<file path="src/rtl/core/mtr_pkg.sv">
// ----------------------------------------------------------------------------
// mtr_pkg
// Shared codes and types of the mesh / torus route computation unit.
// ----------------------------------------------------------------------------
package mtr_pkg;

  // configuration register indexes
  localparam logic [2:0] REG_ROUTE_MODE = 3'd0;
  localparam logic [2:0] REG_OWN_X      = 3'd1;
  localparam logic [2:0] REG_OWN_Y      = 3'd2;
  localparam logic [2:0] REG_DIM_X      = 3'd3;
  localparam logic [2:0] REG_DIM_Y      = 3'd4;

  localparam int CfgIdxBits  = 3;
  localparam int CfgDataBits = 5;

  // routing algorithms
  localparam logic [1:0] MODE_XY    = 2'd0;
  localparam logic [1:0] MODE_TORUS = 2'd1;
  localparam logic [1:0] MODE_DYXY  = 2'd2;

  // output ports
  localparam logic [2:0] PORT_LOCAL = 3'd0;
  localparam logic [2:0] PORT_NORTH = 3'd1;
  localparam logic [2:0] PORT_SOUTH = 3'd2;
  localparam logic [2:0] PORT_WEST  = 3'd3;
  localparam logic [2:0] PORT_EAST  = 3'd4;

  localparam logic [1:0] VC_0 = 2'd0;
  localparam logic [1:0] VC_1 = 2'd1;

  typedef struct packed {
    logic [1:0] route_mode;
    logic [3:0] own_x;
    logic [3:0] own_y;
    logic [4:0] dim_x;
    logic [4:0] dim_y;
  } route_cfg_t;

  // routing decision handed to the candidate emitter
  typedef struct packed {
    logic [2:0] port;
    logic [1:0] vc;
    logic [2:0] tag_port;
    logic [1:0] tag_vc;
    logic       multi;    // one candidate per vc of the port
  } route_dec_t;

endpackage

</file>
<file path="src/rtl/core/mtr_if.sv">
// ----------------------------------------------------------------------------
// mtr_if
// Request and candidate channels of the route computation unit.
// ----------------------------------------------------------------------------
interface mtr_in_if #(
  parameter int CREDIT_BITS = 6
);
  logic                   valid;
  logic                   ready;
  logic [3:0]             dest_x;
  logic [3:0]             dest_y;
  logic [3:0]             origin_x;
  logic [2:0]             in_port_tag;
  logic [1:0]             in_vc_tag;
  logic [CREDIT_BITS-1:0] credit_east;
  logic [CREDIT_BITS-1:0] credit_west;
  logic [CREDIT_BITS-1:0] credit_north_a;
  logic [CREDIT_BITS-1:0] credit_north_b;
  logic [CREDIT_BITS-1:0] credit_south_a;
  logic [CREDIT_BITS-1:0] credit_south_b;

  modport source (
    output valid, dest_x, dest_y, origin_x, in_port_tag, in_vc_tag,
           credit_east, credit_west, credit_north_a, credit_north_b,
           credit_south_a, credit_south_b,
    input  ready
  );
  modport sink (
    input  valid, dest_x, dest_y, origin_x, in_port_tag, in_vc_tag,
           credit_east, credit_west, credit_north_a, credit_north_b,
           credit_south_a, credit_south_b,
    output ready
  );
endinterface

interface mtr_out_if;
  logic       valid;
  logic       ready;
  logic [2:0] out_port;
  logic [1:0] out_vc;
  logic [2:0] req_port_echo;
  logic [1:0] req_vc_echo;
  logic       last_candidate;

  modport source (
    output valid, out_port, out_vc, req_port_echo, req_vc_echo, last_candidate,
    input  ready
  );
  modport sink (
    input  valid, out_port, out_vc, req_port_echo, req_vc_echo, last_candidate,
    output ready
  );
endinterface

</file>
<file path="src/rtl/core/mtr_route_calc.sv">
// ----------------------------------------------------------------------------
// mtr_route_calc
// Route decision for one request: plain XY, torus XY or dynamic XY.
// ----------------------------------------------------------------------------
module mtr_route_calc
  import mtr_pkg::*;
#(
  parameter int MAX_DIM     = 16,
  parameter int CREDIT_BITS = 6
) (
  input  route_cfg_t             cfg,
  input  logic [3:0]             dest_x,
  input  logic [3:0]             dest_y,
  input  logic [3:0]             origin_x,
  input  logic [2:0]             tag_port,
  input  logic [1:0]             tag_vc,
  input  logic [CREDIT_BITS-1:0] c_e,
  input  logic [CREDIT_BITS-1:0] c_w,
  input  logic [CREDIT_BITS-1:0] c_n0,
  input  logic [CREDIT_BITS-1:0] c_n1,
  input  logic [CREDIT_BITS-1:0] c_s0,
  input  logic [CREDIT_BITS-1:0] c_s1,
  output route_dec_t             dec
);

  // ring size cap, limited to what the 5-bit register can hold
  localparam int DimCap = (MAX_DIM > 31) ? 31 : MAX_DIM;

  logic [4:0] ring_x, ring_y;
  logic [3:0] ax, ay;
  logic       x_neg, y_neg, xdir, ydir;
  logic [2:0] port;
  logic [1:0] vc;

  always_comb begin
    ring_x = (cfg.dim_x > 5'(DimCap)) ? 5'(DimCap) : cfg.dim_x;
    ring_y = (cfg.dim_y > 5'(DimCap)) ? 5'(DimCap) : cfg.dim_y;
    x_neg  = dest_x < cfg.own_x;
    y_neg  = dest_y < cfg.own_y;
    ax     = x_neg ? (cfg.own_x - dest_x) : (dest_x - cfg.own_x);
    ay     = y_neg ? (cfg.own_y - dest_y) : (dest_y - cfg.own_y);
    xdir   = {ax, 1'b0} <= ring_x;
    ydir   = {ay, 1'b0} <= ring_y;
    port   = PORT_LOCAL;
    vc     = VC_0;

    case (cfg.route_mode)
      MODE_TORUS: begin
        if (dest_x != cfg.own_x) begin
          port = (x_neg == xdir) ? PORT_WEST : PORT_EAST;
        end else if (dest_y != cfg.own_y) begin
          port = (y_neg == ydir) ? PORT_NORTH : PORT_SOUTH;
        end
      end
      MODE_DYXY: begin
        if (cfg.own_y == dest_y) begin
          if (cfg.own_x == dest_x) port = PORT_LOCAL;
          else port = (cfg.own_x < dest_x) ? PORT_EAST : PORT_WEST;
        end else if (cfg.own_x == dest_x) begin
          if (cfg.own_y > dest_y) begin
            port = PORT_NORTH;
            vc   = (dest_x > origin_x) ? VC_0 : VC_1;
          end else begin
            port = PORT_SOUTH;
            vc   = (dest_x < origin_x) ? VC_1 : VC_0;
          end
        end else if (cfg.own_y > dest_y && cfg.own_x < dest_x) begin
          if (c_e >= c_n0) port = PORT_EAST;
          else port = PORT_NORTH;
        end else if (cfg.own_y > dest_y) begin
          if (c_w >= c_n1) begin
            port = PORT_WEST;
          end else begin
            port = PORT_NORTH;
            vc   = VC_1;
          end
        end else if (cfg.own_x < dest_x) begin
          if (c_s0 >= c_e) port = PORT_SOUTH;
          else port = PORT_EAST;
        end else begin
          if (c_s1 >= c_w) begin
            port = PORT_SOUTH;
            vc   = VC_1;
          end else begin
            port = PORT_WEST;
          end
        end
      end
      default: begin
        // plain XY, also for the undefined mode
        if (cfg.own_x > dest_x)      port = PORT_WEST;
        else if (cfg.own_x < dest_x) port = PORT_EAST;
        else if (cfg.own_y > dest_y) port = PORT_NORTH;
        else if (cfg.own_y < dest_y) port = PORT_SOUTH;
        else                         port = PORT_LOCAL;
      end
    endcase

    dec.port     = port;
    dec.vc       = vc;
    dec.tag_port = tag_port;
    dec.tag_vc   = tag_vc;
    dec.multi    = (cfg.route_mode != MODE_TORUS) && (cfg.route_mode != MODE_DYXY);
  end

endmodule

</file>
<file path="src/rtl/core/mtr_cand_emit.sv">
// ----------------------------------------------------------------------------
// mtr_cand_emit
// Result register; steps through the vcs of a plain XY decision.
// ----------------------------------------------------------------------------
module mtr_cand_emit
  import mtr_pkg::*;
#(
  parameter int VCS_PER_PORT = 4
) (
  input  logic          clk,
  input  logic          rst_n,
  input  logic          dec_valid,
  input  route_dec_t    dec,
  output logic          dec_take,
  mtr_out_if.source     out_ch
);

  localparam int         NumCand = (VCS_PER_PORT > 4) ? 4 : VCS_PER_PORT;
  localparam logic [1:0] LastVc  = 2'(NumCand - 1);

  logic       valid_r;
  route_dec_t cur_r;
  logic       last;

  assign last     = !cur_r.multi || (cur_r.vc == LastVc);
  assign dec_take = !valid_r || (out_ch.ready && last);

  always_ff @(posedge clk) begin
    if (!rst_n) begin
      valid_r <= 1'b0;
    end else if (dec_take) begin
      valid_r <= dec_valid;
    end
  end

  always_ff @(posedge clk) begin
    if (dec_take) begin
      cur_r <= dec;
    end else if (out_ch.ready) begin
      cur_r.vc <= cur_r.vc + 2'd1;
    end
  end

  assign out_ch.valid          = valid_r;
  assign out_ch.out_port       = cur_r.port;
  assign out_ch.out_vc         = cur_r.vc;
  assign out_ch.req_port_echo  = cur_r.tag_port;
  assign out_ch.req_vc_echo    = cur_r.tag_vc;
  assign out_ch.last_candidate = last;

endmodule

</file>
<file path="src/rtl/core/mesh_torus_route_compute.sv">
// ----------------------------------------------------------------------------
// mesh_torus_route_compute
// Route computation unit of a 2D mesh / torus router.
//
//   channel  dir  handshake       contents
//   in_ch    in   valid/ready     destination, source x, tags, credits
//   out_ch   out  valid/ready     port, vc, echoed tags, last flag
//   cfg_*    in   write enable    route_mode, own_x, own_y, dim_x, dim_y
//
// A request goes through an input register and the route logic into the
// result register. Torus and dynamic XY give one word per request, plain XY
// one word per vc (up to four). The result port sets the rate: one request
// per cycle while it is ready, the next XY request only after the last vc word.
// Reset is synchronous, clears the valid flags and loads the router
// settings with their defaults.
// A stalled result port holds the input register, which still takes a word
// if it is empty while the result register is busy with a request that has
// words left.
// ----------------------------------------------------------------------------
module mesh_torus_route_compute
  import mtr_pkg::*;
#(
  parameter int VCS_PER_PORT = 4,
  parameter int MAX_DIM      = 16,
  parameter int CREDIT_BITS  = 6
) (
  input  logic                   clk,
  input  logic                   rst_n,
  mtr_in_if.sink                 in_ch,
  mtr_out_if.source              out_ch,
  input  logic                   cfg_we,
  input  logic [CfgIdxBits-1:0]  cfg_idx,
  input  logic [CfgDataBits-1:0] cfg_wdata
);

  route_cfg_t cfg_r;

  logic                   s1_valid_r;
  logic [3:0]             dest_x_r, dest_y_r, origin_x_r;
  logic [2:0]             tag_port_r;
  logic [1:0]             tag_vc_r;
  logic [CREDIT_BITS-1:0] c_e_r, c_w_r, c_n0_r, c_n1_r, c_s0_r, c_s1_r;

  route_dec_t dec;
  logic       dec_take;
  logic       s1_load;

  always_ff @(posedge clk) begin
    if (!rst_n) begin
      cfg_r.route_mode <= MODE_XY;
      cfg_r.own_x      <= 4'd0;
      cfg_r.own_y      <= 4'd0;
      cfg_r.dim_x      <= 5'd4;
      cfg_r.dim_y      <= 5'd4;
    end else if (cfg_we) begin
      case (cfg_idx)
        REG_ROUTE_MODE: cfg_r.route_mode <= cfg_wdata[1:0];
        REG_OWN_X:      cfg_r.own_x      <= cfg_wdata[3:0];
        REG_OWN_Y:      cfg_r.own_y      <= cfg_wdata[3:0];
        REG_DIM_X:      cfg_r.dim_x      <= cfg_wdata[4:0];
        REG_DIM_Y:      cfg_r.dim_y      <= cfg_wdata[4:0];
        default: ;
      endcase
    end
  end

  assign in_ch.ready = !s1_valid_r || dec_take;
  assign s1_load     = in_ch.valid && in_ch.ready;

  always_ff @(posedge clk) begin
    if (!rst_n) begin
      s1_valid_r <= 1'b0;
    end else if (in_ch.ready) begin
      s1_valid_r <= in_ch.valid;
    end
  end

  always_ff @(posedge clk) begin
    if (s1_load) begin
      dest_x_r   <= in_ch.dest_x;
      dest_y_r   <= in_ch.dest_y;
      origin_x_r <= in_ch.origin_x;
      tag_port_r <= in_ch.in_port_tag;
      tag_vc_r   <= in_ch.in_vc_tag;
      c_e_r      <= in_ch.credit_east;
      c_w_r      <= in_ch.credit_west;
      c_n0_r     <= in_ch.credit_north_a;
      c_n1_r     <= in_ch.credit_north_b;
      c_s0_r     <= in_ch.credit_south_a;
      c_s1_r     <= in_ch.credit_south_b;
    end
  end

  mtr_route_calc #(
    .MAX_DIM     (MAX_DIM),
    .CREDIT_BITS (CREDIT_BITS)
  ) u_calc (
    .cfg      (cfg_r),
    .dest_x   (dest_x_r),
    .dest_y   (dest_y_r),
    .origin_x (origin_x_r),
    .tag_port (tag_port_r),
    .tag_vc   (tag_vc_r),
    .c_e      (c_e_r),
    .c_w      (c_w_r),
    .c_n0     (c_n0_r),
    .c_n1     (c_n1_r),
    .c_s0     (c_s0_r),
    .c_s1     (c_s1_r),
    .dec      (dec)
  );

  mtr_cand_emit #(
    .VCS_PER_PORT (VCS_PER_PORT)
  ) u_emit (
    .clk       (clk),
    .rst_n     (rst_n),
    .dec_valid (s1_valid_r),
    .dec       (dec),
    .dec_take  (dec_take),
    .out_ch    (out_ch)
  );

endmodule

</file>
<file path="src/flat_wrapper.sv">
// flat-port wrapper written by rule: the top's interface ports become plain ports
module mesh_torus_route_compute_flat import mtr_pkg::*;
#(
  parameter int VCS_PER_PORT = 4,
  parameter int MAX_DIM      = 16,
  parameter int CREDIT_BITS  = 6
)
  (clk, rst_n, cfg_we, cfg_idx, cfg_wdata, in_ch_valid, in_ch_dest_x, in_ch_dest_y, in_ch_origin_x, in_ch_in_port_tag, in_ch_in_vc_tag, in_ch_credit_east, in_ch_credit_west, in_ch_credit_north_a, in_ch_credit_north_b, in_ch_credit_south_a, in_ch_credit_south_b, in_ch_ready, out_ch_valid, out_ch_out_port, out_ch_out_vc, out_ch_req_port_echo, out_ch_req_vc_echo, out_ch_last_candidate, out_ch_ready);
  mtr_in_if #(.CREDIT_BITS(CREDIT_BITS)) in_ch_i ();
  mtr_out_if out_ch_i ();
  input  logic clk;
  input  logic rst_n;
  input  logic cfg_we;
  input  logic [CfgIdxBits-1:0] cfg_idx;
  input  logic [CfgDataBits-1:0] cfg_wdata;
  input wire logic [$bits(in_ch_i.valid)-1:0] in_ch_valid;
  input wire logic [$bits(in_ch_i.dest_x)-1:0] in_ch_dest_x;
  input wire logic [$bits(in_ch_i.dest_y)-1:0] in_ch_dest_y;
  input wire logic [$bits(in_ch_i.origin_x)-1:0] in_ch_origin_x;
  input wire logic [$bits(in_ch_i.in_port_tag)-1:0] in_ch_in_port_tag;
  input wire logic [$bits(in_ch_i.in_vc_tag)-1:0] in_ch_in_vc_tag;
  input wire logic [$bits(in_ch_i.credit_east)-1:0] in_ch_credit_east;
  input wire logic [$bits(in_ch_i.credit_west)-1:0] in_ch_credit_west;
  input wire logic [$bits(in_ch_i.credit_north_a)-1:0] in_ch_credit_north_a;
  input wire logic [$bits(in_ch_i.credit_north_b)-1:0] in_ch_credit_north_b;
  input wire logic [$bits(in_ch_i.credit_south_a)-1:0] in_ch_credit_south_a;
  input wire logic [$bits(in_ch_i.credit_south_b)-1:0] in_ch_credit_south_b;
  output wire logic [$bits(in_ch_i.ready)-1:0] in_ch_ready;
  output wire logic [$bits(out_ch_i.valid)-1:0] out_ch_valid;
  output wire logic [$bits(out_ch_i.out_port)-1:0] out_ch_out_port;
  output wire logic [$bits(out_ch_i.out_vc)-1:0] out_ch_out_vc;
  output wire logic [$bits(out_ch_i.req_port_echo)-1:0] out_ch_req_port_echo;
  output wire logic [$bits(out_ch_i.req_vc_echo)-1:0] out_ch_req_vc_echo;
  output wire logic [$bits(out_ch_i.last_candidate)-1:0] out_ch_last_candidate;
  input wire logic [$bits(out_ch_i.ready)-1:0] out_ch_ready;
  assign in_ch_i.valid = in_ch_valid;
  assign in_ch_i.dest_x = in_ch_dest_x;
  assign in_ch_i.dest_y = in_ch_dest_y;
  assign in_ch_i.origin_x = in_ch_origin_x;
  assign in_ch_i.in_port_tag = in_ch_in_port_tag;
  assign in_ch_i.in_vc_tag = in_ch_in_vc_tag;
  assign in_ch_i.credit_east = in_ch_credit_east;
  assign in_ch_i.credit_west = in_ch_credit_west;
  assign in_ch_i.credit_north_a = in_ch_credit_north_a;
  assign in_ch_i.credit_north_b = in_ch_credit_north_b;
  assign in_ch_i.credit_south_a = in_ch_credit_south_a;
  assign in_ch_i.credit_south_b = in_ch_credit_south_b;
  assign in_ch_ready = in_ch_i.ready;
  assign out_ch_valid = out_ch_i.valid;
  assign out_ch_out_port = out_ch_i.out_port;
  assign out_ch_out_vc = out_ch_i.out_vc;
  assign out_ch_req_port_echo = out_ch_i.req_port_echo;
  assign out_ch_req_vc_echo = out_ch_i.req_vc_echo;
  assign out_ch_last_candidate = out_ch_i.last_candidate;
  assign out_ch_i.ready = out_ch_ready;
  mesh_torus_route_compute #(.VCS_PER_PORT(VCS_PER_PORT), .MAX_DIM(MAX_DIM), .CREDIT_BITS(CREDIT_BITS)) u_core (.clk(clk), .rst_n(rst_n), .in_ch(in_ch_i), .out_ch(out_ch_i), .cfg_we(cfg_we), .cfg_idx(cfg_idx), .cfg_wdata(cfg_wdata));
endmodule
</file>
<file path="config.mk">
export PLATFORM = sky130hd
export DESIGN_NAME = mesh_torus_route_compute_flat
export DESIGN_NICKNAME = d
export VERILOG_FILES = /design/src/rtl/core/mtr_pkg.sv /design/src/rtl/core/mtr_if.sv /design/src/rtl/core/mtr_route_calc.sv /design/src/rtl/core/mtr_cand_emit.sv /design/src/rtl/core/mesh_torus_route_compute.sv /design/src/flat_wrapper.sv
export SDC_FILE = /design/constraint.sdc
export NUM_CORES = 1
export LEC_CHECK = 0
export CAP_MARGIN = 20
export CORE_MARGIN = 2
export CORE_UTILIZATION = 40
export CTS_CLUSTER_SIZE = 16
export DETAILED_ROUTE_END_ITERATION = 8
export DONT_BUFFER_PORTS = 1
export PLACE_DENSITY = 0.55
export SLEW_MARGIN = 25
export SYNTH_ARGS = -nofsm -noshare
export SYNTH_HDL_FRONTEND = slang
export SYNTH_SLANG_ARGS = --single-unit
</file>
<file path="constraint.sdc">
create_clock -name clk -period 4.45 [get_ports clk]
set_input_delay 0.89 -clock clk [delete_from_list [all_inputs] [get_ports clk]]
set_output_delay 0.89 -clock clk [all_outputs]
set_load 0.05 [all_outputs]
</file>
==> metrics.md, run 1 <==
| Metric | Value |
|---|---|
| Post-placement setup slack | ~890 ps |
| Top-area cell type share of the netlist area | 0.414 |
| Max-Cap Viols | 0 |
| Fmax | 274 MHz |
| Nets | between 500 and 600 |
| Register area | 0.00236 sq mm |
| Worst Path Arrival | roughly 2800 ps |
| CP startpoint kind | register |
| Post-CTS Resized | 0 |
| Peak VDD IR | around 0.00037 V |
| EDFF count, synth | 64 |
| DRT Pass-1 Iters | 5 |
| Vias per std cell | slightly above 5 |
| Die Y | 112 microns |
| Routed Antenna Nets | 0 |
| Slew HR | 0.563 |
| Wire per inst | roughly 16 microns |
| Clk_lat worst skew | 350 ps |
| Filler cells | between 1000 and 1500 |
| CTS tree | built |
| Critical path type | reg2out |
| Number of setup violations in the final report | 0 |
| Unrepaired setup endpoints after global routing | no |
| Synthesized netlist cell count | approximately 400 |
| Minimum clock period | 3650 ps |
| I/O Pins | 79 |
| Root Driver | clkbuf_16 |
| Setup TNS | 0 ps |
| Total gr overflow | 0 |
| Clock transition at path regs | roughly 70 ps |
| Detail Placement HPWL | between 6000 and 7000 microns |
| Post-CTS Setup Inserts | 0 |
| Synth top area cells | edfxtp_1, ha_1, dfxtp_1 |
| Syn Nets | ~530 |
| Inserted Diodes | 0 |
| DIE AREA | approximately 0.012 sq mm |
| Worst min path class | reg2reg |
| Pleak | 2.17 nW |
| Prevailing post-synth register cell | edfxtp_1 |
| Layout Skew | 10.9 ps |
| Dominant cell type by area after synthesis | edfxtp_1 |
| Hold buffer count at CTS | 0 |
| Die W | approximately 110 microns |
| Vias in the first global route | approximately 2900 |
| FP Rows | 39 |
| CTS buffer count | 9 |
| Starting Density | 0.408 |
| Worst path required time | about 3600 ps |
| Largest net degree at the start of global routing | 32 |
| Flop and latch count out of synthesis | 86 |
| Sink Count | 86 |
| Most frequent cells after synthesis | edfxtp_1, inv_1, ha_1, a21oi_1, nor2b_1 |
| Slew Limit Fails | 0 |
| Async S/R FF share, synth | 0 |
| Setup ws final | approximately 800 ps |
| Antenna violations before repair | 0 |
| WHS | between 400 and 500 ps |
| Critical path endpoint category | output port |
| Most common cell in the synthesized netlist | edfxtp_1 |
| Utilization after layout | 0.453 |
| Core box area | approximately 0.011 sq mm |
| Final WL | between 8000 and 9000 microns |
| CP max FO | 8 |
| PD cells | 420 mW/mm^2 |
| Port Buffer Count | 0 |
| Starting DRT DRC Count | 112 |
| Outcome | completed |
| Final hold violation count | 0 |
| Total track usage | 0.149 |
| Synthesized cell area | between 0.004 and 0.005 sq mm |
| Register area share after synthesis | 0.509 |
| Multi-input gate area | approximately 0.002 sq mm |
| Layout cells sized above 1 | 0.0779 |
| CTS H-tree depth | 3 |
| Routability cong. | between 0.8 and 0.9 |
| DRC violations left | 0 |
| Post-synth cell types | 43 |
| Global-route wire length before repair | approximately 14000 microns |
| Synth Area per Inst | approximately 11 sq um |
| Slew @ Worst Pin | between 600 and 700 ps |
| Max Buffers Root-to-Sink | 2 |
| Syn-to-layout area delta | 10.9% |
| Period utilization | 0.820 |
| Via Count | 2826 |
| Ys Warns | 0 |
==> through the flow <==
step,std cells,power (mW),instance area (sq um)
final,554,2.16,5150
after global routing,554,2.25,5150
after CTS,554,2.19,5150
after detailed placement,538,1.20,4750
after global placement,538,1.19,4750
after floorplan,407,1.16,4640
==> sequential cells by signal, indices dropped and copies added (netlist names) <==
register	cells
u_core.cfg_r	20
u_core.u_emit.out_ch.valid	1
u_core.tag_vc_r	2
u_core.tag_port_r	3
u_core.c_s0_r	6
u_core.dest_x_r	4
u_core.u_emit.out_ch.req_port_echo	3
u_core.c_n0_r	6
u_core.c_n1_r	6
u_core.dest_y_r	4
u_core.s1_valid_r	1
u_core.u_emit.cur_r	1
u_core.u_emit.out_ch.out_port	3
u_core.c_w_r	6
u_core.origin_x_r	4
u_core.u_emit.out_ch.out_vc	2
u_core.u_emit.out_ch.req_vc_echo	2
u_core.c_s1_r	6
u_core.c_e_r	6
==> path summary, 6_finish.rpt <==
kind | start | slack [ps] | cells past startpoint | endpoint
hold / removal | u_core.tag_vc_r[0] | 420 | 0 | u_core.u_emit.out_ch.req_vc_echo[0]
setup / recovery | u_core.u_emit.out_ch.out_vc[0] | 800 | 4 | in_ch_ready
hold reg to reg | u_core.tag_vc_r[0] | 420 | 0 | u_core.u_emit.out_ch.req_vc_echo[0]
setup reg to reg | u_core.u_emit.out_ch.out_vc[0] | 960 | 6 | u_core.dest_y_r[0]
==> layout make-up <==
| class | count | share of cell area |
|---|---|---|
| clock buffers | 9 | 0.0438 |
| clock inverters | 7 | 0.0326 |
| inverters | 57 | 0.0416 |
| multi-input cells | 251 | 0.384 |
| flip-flops and latches | 86 | 0.459 |
| well taps | 143 | 0.0348 |
| repair buffers | 1 | 0.00389 |
==> where the power goes <==
group / switching (mW) / total, mW / internal (mW)
sequential: 0.0528 / 0.966 / 0.913
combinational: 0.122 / 0.213 / 0.0910
clock: 0.318 / 0.983 / 0.666
==> placed cells by master, fill, tap and decap left out, types with 2 or more instances in the layout <==
cell type  instances
o211ai_1           3
o21ai_0           10
nand4_1            7
mux2i_1           12
bufinv_16          5
a21oi_1           27
and2_2             3
inv_6              2
nand3_1           15
clkbuf_16          9
nor2_1            13
dfxtp_1           22
nand2b_1           9
nor2b_1           25
a21o_1            11
mux2_2             2
ha_1              55
inv_1             57
xnor2_1            3
a31oi_1            6
a21oi_2            3
edfxtp_1          64
o21a_1             3
fa_1               4
nand2_1           21
==> worst max-delay path: stages, from the launching register on <==
cell      delay (ps)
edfxtp_1         640
ha_1             300
nand2b_1         400
a21boi_1         600
nand2_1          470
==> logic make-up after synthesis <==
logic type | count (synthesis) | share of synthesized area
compound gates | 75 | 0.107
xor+xnor | 4 | 0.00755
simple gates | 99 | 0.116
fa+ha+maj | 59 | 0.166
mux | 14 | 0.0307
flops | 86 | 0.509
buf+inv | 70 | 0.0647
==> routing by layer <==
layer	global-route usage	routed length (microns)	share of wire
met2	0.232	3970	0.46
met5	0	0	0
met3	0.0550	616	0.071
met4	0.0675	204	0.023
met1	0.186	3910	0.45
No activity file was read; power rests on OpenSTA's default activity.
==> run 2: changes to the inputs <==
Clock period 4.45 ns to 3.5 ns, I/O delays scaled along.
==> run 2 against run 1 <==
Net effect: sequential power up 26%; critical path type is now reg2reg; non-clock buffer count increased by 5; flip-flop and latch count stayed put; setup slack got worse by 510 ps.
==> metrics.md, run 2 (synthesis gave the netlist of run 1 again) <==
| Metric | Value |
|---|---|
| Layout cells sized above 1 | 0.0841 |
| Final hold violation count | 0 |
| Biggest register | u_core.cfg_r |
| DRC violations left | 0 |
| Period utilization | 0.918 |
| Worst reg-to-reg path cell count | 16 |
| Worst-path cell chain | inv_1 > ha_1 > inv_1 > fa_1 > nand2_1 > nand2_1 > a21oi_2 > nand2_1 > a21oi_1 > a31oi_1 > ha_1 > a21oi_1 > nand3_1 > a211o_1 > nand3_1 > o211ai_1 |
| Pleak | ~2.2 nW |
| Endpoint, Worst Hold | u_core.u_emit.out_ch.req_vc_echo[0] |
| Internal power | 1.89 mW |
| CP max FO | 5 |
| Outcome | completed |
| Worst path required time | 3590 ps |
| Inserted Diodes | 0 |
| Max reg flops | 20 |
| Hold Crit Start | u_core.tag_vc_r[0] |
| Die W | approximately 110 microns |
| DIE AREA | 0.0125 sq mm |
| Max Buffers Root-to-Sink | 2 |
| Starting Density | 0.408 |
| Fmax | approximately 310 MHz |
| Minimum clock period | 3210 ps |
| PD cells | between 400 and 500 mW/mm^2 |
| FF-to-FF setup slack | approximately 290 ps |
| Slew Limit Fails | 0 |
| Vias in the first global route | about 2800 |
| Seq pwr share | 0.488 |
| Post-CTS Setup Inserts | 0 |
| Unrepaired setup endpoints after global routing | no |
| Peak VDD IR | 0.000335 V |
| Total track usage | 0.145 |
| Routed Antenna Nets | 0 |
| Setup ws final | 286 ps |
| Critical path type | reg2reg |
| Final WL | about 8500 microns |
| Commonest non-fill, non-tap cell in the layout | edfxtp_1 |
| Die Y | around 110 microns |
| Wire per inst | ~15 microns |
| Core box area | 0.0114 sq mm |
| Sink Count | 86 |
| Max-Cap Viols | 0 |
| Slew @ Worst Pin | ~790 ps |
| Starting DRT DRC Count | about 160 |
| Critical path endpoint category | register |
| Number of setup violations in the final report | 0 |
| Clk_lat worst skew | about 340 ps |
| Via Count | approximately 2800 |
| Most used cell, CP | nand2_1 |
| CP startpoint kind | register |
| Worst min path class | reg2reg |
| FP Rows | 39 |
| Global-route wire length before repair | between 10000 and 15000 microns |
| DRT Pass-1 Iters | 4 |
| CTS tree | built |
| Nets | between 500 and 600 |
| CTS H-tree depth | 3 |
| Post-placement setup slack | 275 ps |
| Layout Skew | approximately 11 ps |
| Vias per std cell | roughly 5 |
| RR Endpoint | u_core.u_emit.out_ch.out_port[0] |
| Worst Path Arrival | 3300 ps |
| Commonest non-fill, non-tap cells in the layout | edfxtp_1, inv_1, ha_1, a21oi_1, nor2b_1 |
| Final Non-Filler Cells | between 500 and 600 |
| Detail Placement HPWL | between 6000 and 7000 microns |
| CTS buffer count | 9 |
| I/O Pins | between 70 and 80 |
| Hold buffer count at CTS | 0 |
| Worst reg2reg startpoint | u_core.dest_x_r[0] |
| Slew HR | 0.472 |
| Root Driver | clkbuf_16 |
| Placed Cells | 543 |
| Port Buffer Count | 0 |
| Syn-to-layout area delta | 9.90% |
| Hold depth | 0 |
| Setup TNS | 0 ps |
| CP max stage cell | edfxtp_1 |
| Antenna violations before repair | 0 |
| Total gr overflow | 0 |
| Post-CTS Resized | 0 |
| Combinational fraction of design power | 0.113 |
| Sw frac | 0.242 |
| Sw Pwr | 0.606 mW |
| Clock transition at path regs | about 70 ps |
| Clk pwr share | 0.399 |
| Slowest stage delay, CP | a little under 400 ps |
| Largest net degree at the start of global routing | 34 |
| Routability cong. | approximately 0.83 |
-- run 2: cell types whose count changed in the layout (fill, tap and decap cells not counted), moves of 2 or more --
| cell | change |
|---|---|
| buf_4 | +6 |
| bufinv_16 | -4 |
| clkbuf_1 | +2 |
| clkbuf_8 | +3 |
| inv_6 | -2 |
-- run 2: power by group through the flow --
stage          logic, mW  clock network [mW]  registers (mW)
2_1_floorplan      0.270                   0            1.20
3_3_place_gp       0.277                   0            1.24
3_5_place_dp       0.283                   0            1.24
4_1_cts            0.285                1.02            1.22
5_1_grt            0.327                1.06            1.23
6_report           0.283               0.996            1.22
-- run 2: critical path: cells and delay by family (launching register included) --
kind            cells  cell delay, ps
fa+ha+maj           3             890
simple gates        5             510
buf+inv             2             150
flops               1             390
compound gates      6            1010
-- run 2: worst max path at each step --
stage | startpoint | to | slack [ps] | depth (start not counted)
final | u_core.dest_x_r[0] | u_core.u_emit.out_ch.out_port[0] | 290 | 16
after global routing | u_core.dest_x_r[0] | u_core.u_emit.out_ch.out_port[2] | 20 | 16
after CTS | u_core.dest_y_r[0] | u_core.u_emit.out_ch.out_port[1] | 260 | 16
after detailed placement | u_core.dest_y_r[0] | u_core.u_emit.out_ch.out_port[1] | 270 | 16
after global placement | u_core.dest_y_r[0] | u_core.u_emit.out_ch.out_port[0] | 370 | 14
after floorplan | u_core.u_emit.out_ch.out_vc[0] | u_core.c_e_r[0] | 90 | 5
-- run 2: area by class of cell --
type                    instances  area, sq um
fillers                      1062         6270
flip-flops and latches         86         2360
multi-input cells             251         1990
clock buffers                  14          274
inverters                      57          214
well taps                     143          179
repair buffers                  6         45.0
clock inverters                 2         38.8
-- run 2: metal layers --
layer  track usage  vias up  routed length [microns]
met3        0.0468       10                      567
met4        0.0642        0                      180
met2         0.238       64                     3950
met5             0        -                        0
met1         0.175     1309                     3780
li1              -     1427                        -
-- run 2: per-stage QoR --
stage               power [mW]  area (sq um)  utilization  hold slack, ps
finish                    2.50          5100        0.448             419
global route              2.61          5100        0.448             417
CTS                       2.53          5090        0.448             410
detailed placement        1.53          4780        0.420             407
global placement          1.52          4780        0.420             402
floorplan                 1.47          4640            -             400
==> run 3: changes to the inputs <==
==> constraint.sdc (replaced) <==
create_clock -name clk -period 3.5 [get_ports clk]
set_input_delay 1.05 -clock clk [delete_from_list [all_inputs] [get_ports clk]]
set_output_delay 1.05 -clock clk [all_outputs]
set_load 0.05 [all_outputs]
==> run 3 against run 2 <==
Net effect: largest power group unchanged; final cell count decreased by 0.18%; flip-flop and latch count unchanged; non-clock buffer count decreased by 1; final area about the same; largest cell class unchanged.
==> metrics.md, run 3 (synthesis gave the netlist of run 1 again) <==
| Metric | Value |
|---|---|
| Slew Limit Fails | 0 |
| FF-to-FF setup slack | approximately 260 ps |
| Vias per std cell | about 5 |
| Multi-input gate area | between 0.0015 and 0.002 sq mm |
| Worst reg-to-reg path cell count | 16 |
| Layout Skew | around 8.4 ps |
| Utilization after layout | 0.448 |
| Layout cells sized above 1 | 0.0843 |
| Max reg flops | 20 |
| Post-DP Area | about 0.0048 sq mm |
| Max Buffers Root-to-Sink | 2 |
| DRT Pass-1 Iters | 4 |
| DIE AREA | around 0.012 sq mm |
| Commonest non-fill, non-tap cell in the layout | edfxtp_1 |
| Detail Placement HPWL | 6490 microns |
| Slew @ Worst Pin | 821 ps |
| Final hold violation count | 0 |
| DRC violations left | 0 |
| Vias in the first global route | roughly 2900 |
| Routability cong. | ~0.88 |
| Clock transition at path regs | approximately 70 ps |
| Internal power | approximately 1.9 mW |
| Wire per inst | 15.3 microns |
| I/O Pins | 79 |
| CP startpoint kind | register |
| Critical path endpoint category | register |
| Via Count | around 2800 |
| Total track usage | 0.148 |
| Sw frac | 0.247 |
| Period utilization | 0.924 |
| CTS buffer count | 9 |
| Core box area | roughly 0.011 sq mm |
| Inserted Diodes | 0 |
| Largest net degree at the start of global routing | 34 |
| Worst reg2reg startpoint | u_core.dest_x_r[0] |
| Peak VDD IR | ~0.00039 V |
| Nets | about 540 |
| Max-Cap Viols | 0 |
| Hold buffer count at CTS | 0 |
| Routed Antenna Nets | 0 |
| CP Launch Point | u_core.dest_x_r[0] |
| Final WL | ~8500 microns |
| CTS H-tree depth | 3 |
| Worst path required time | roughly 3600 ps |
| Critical path type | reg2reg |
| Clk_lat worst skew | approximately 340 ps |
| Total gr overflow | 0 |
| Commonest non-fill, non-tap cells in the layout | edfxtp_1, inv_1, ha_1, a21oi_1, nor2b_1 |
| Register area | roughly 0.0024 sq mm |
| Slew HR | 0.453 |
| Minimum clock period | roughly 3200 ps |
| Clk pwr share | 0.395 |
| CP max FO | 5 |
| Root Driver | clkbuf_16 |
| Worst setup path endpoint | u_core.u_emit.out_ch.out_port[0] |
| Starting Density | 0.408 |
| Number of setup violations in the final report | 0 |
| Worst Path Arrival | 3320 ps |
| Combinational fraction of design power | 0.113 |
| Starting DRT DRC Count | 135 |
| Final Instance Area | roughly 0.0051 sq mm |
| Outcome | completed |
| Port Buffer Count | 0 |
| Seq pwr share | 0.492 |
| FP Rows | 39 |
| Sw Pwr | around 0.61 mW |
| Global-route wire length before repair | approximately 14000 microns |
| Sink Count | 86 |
| PD cells | slightly below 500 mW/mm^2 |
| Syn-to-layout area delta | 9.82% |
| Worst min path class | reg2reg |
| Fmax | slightly above 300 MHz |
| Biggest register | u_core.cfg_r |
| CTS tree | built |
| Die Y | about 110 microns |
| RR Endpoint | u_core.u_emit.out_ch.out_port[0] |
| Filler cells | approximately 1000 |
| Antenna violations before repair | 0 |
| Die W | approximately 110 microns |
| Pleak | ~2.1 nW |
[run 3: cell types whose count changed in the layout (fill, tap and decap cells not counted), sizes merged]
cell	previous run	this run
clkbuf	14	11
inv	57	58
clkinv	1	3
buf	6	5
[run 3: metrics by stage]
step / power [mW] / worst slack, ps / setup TNS (ps) / cells / hold slack (ps)
floorplan: 1.47 / 93.1 / 0 / 407 / 400
global placement: 1.52 / 386 / 0 / 542 / 401
detailed placement: 1.52 / 262 / 0 / 542 / 406
CTS: 2.52 / 257 / 0 / 558 / 420
global route: 2.61 / -6.48 / -6.48 / 558 / 426
finish: 2.49 / 265 / 0 / 558 / 419
[run 3: repair_timing]
item                       CTS  global route
setup endpoints to repair    0             3
buffers inserted             0             0
resized for setup            0             3
[run 3: worst min path at each step]
stage,startpoint,endpoint,slack [ps],cells past startpoint
2_1_floorplan,u_core.tag_port_r[0],u_core.u_emit.out_ch.req_port_echo[0],400,0
3_3_place_gp,u_core.tag_vc_r[0],u_core.u_emit.out_ch.req_vc_echo[0],400,0
3_5_place_dp,u_core.tag_vc_r[0],u_core.u_emit.out_ch.req_vc_echo[0],410,0
4_1_cts,u_core.tag_vc_r[0],u_core.u_emit.out_ch.req_vc_echo[0],420,0
5_1_grt,u_core.tag_port_r[0],u_core.u_emit.out_ch.req_port_echo[0],430,0
6_report,u_core.tag_vc_r[0],u_core.u_emit.out_ch.req_vc_echo[0],420,0
[run 3: per-layer routing]
layer,part of all wire,up-vias,global-route usage
li1,-,1430,-
met1,0.44,1275,0.183
met2,0.47,80,0.236
met3,0.073,14,0.0550
met4,0.021,0,0.0551
met5,0,-,0
[run 3: cell type report]
class,count,area share
Tap cell,143,0.0351
Sequential cell,86,0.464
Clock inverter,5,0.0111
Inverter,57,0.0420
Timing Repair Buffer,5,0.00737
Multi-Input combinational cell,251,0.391
Clock buffer,11,0.0496
[run 3: critical path: stages (launching register included)]
cell      delay, ps
edfxtp_1        390
inv_1            90
ha_1            170
inv_1            50
fa_1            370
nand2_1         100
nand2_1         100
a21oi_4         250
nand2_1         100
a21oi_1         140
a31oi_1          60
ha_1            350
a21oi_1         150
nand3_1         130
a211o_1         290
nand3_1         100
o211ai_1        110
[run 3: power by group through the flow]
stage          Combinational [mW]  Clock [mW]  Sequential, mW
2_1_floorplan               0.270           0            1.20
3_3_place_gp                0.270           0            1.25
3_5_place_dp                0.277           0            1.25
4_1_cts                     0.280        1.01            1.23
5_1_grt                     0.327        1.05            1.23
6_report                    0.281       0.981            1.22
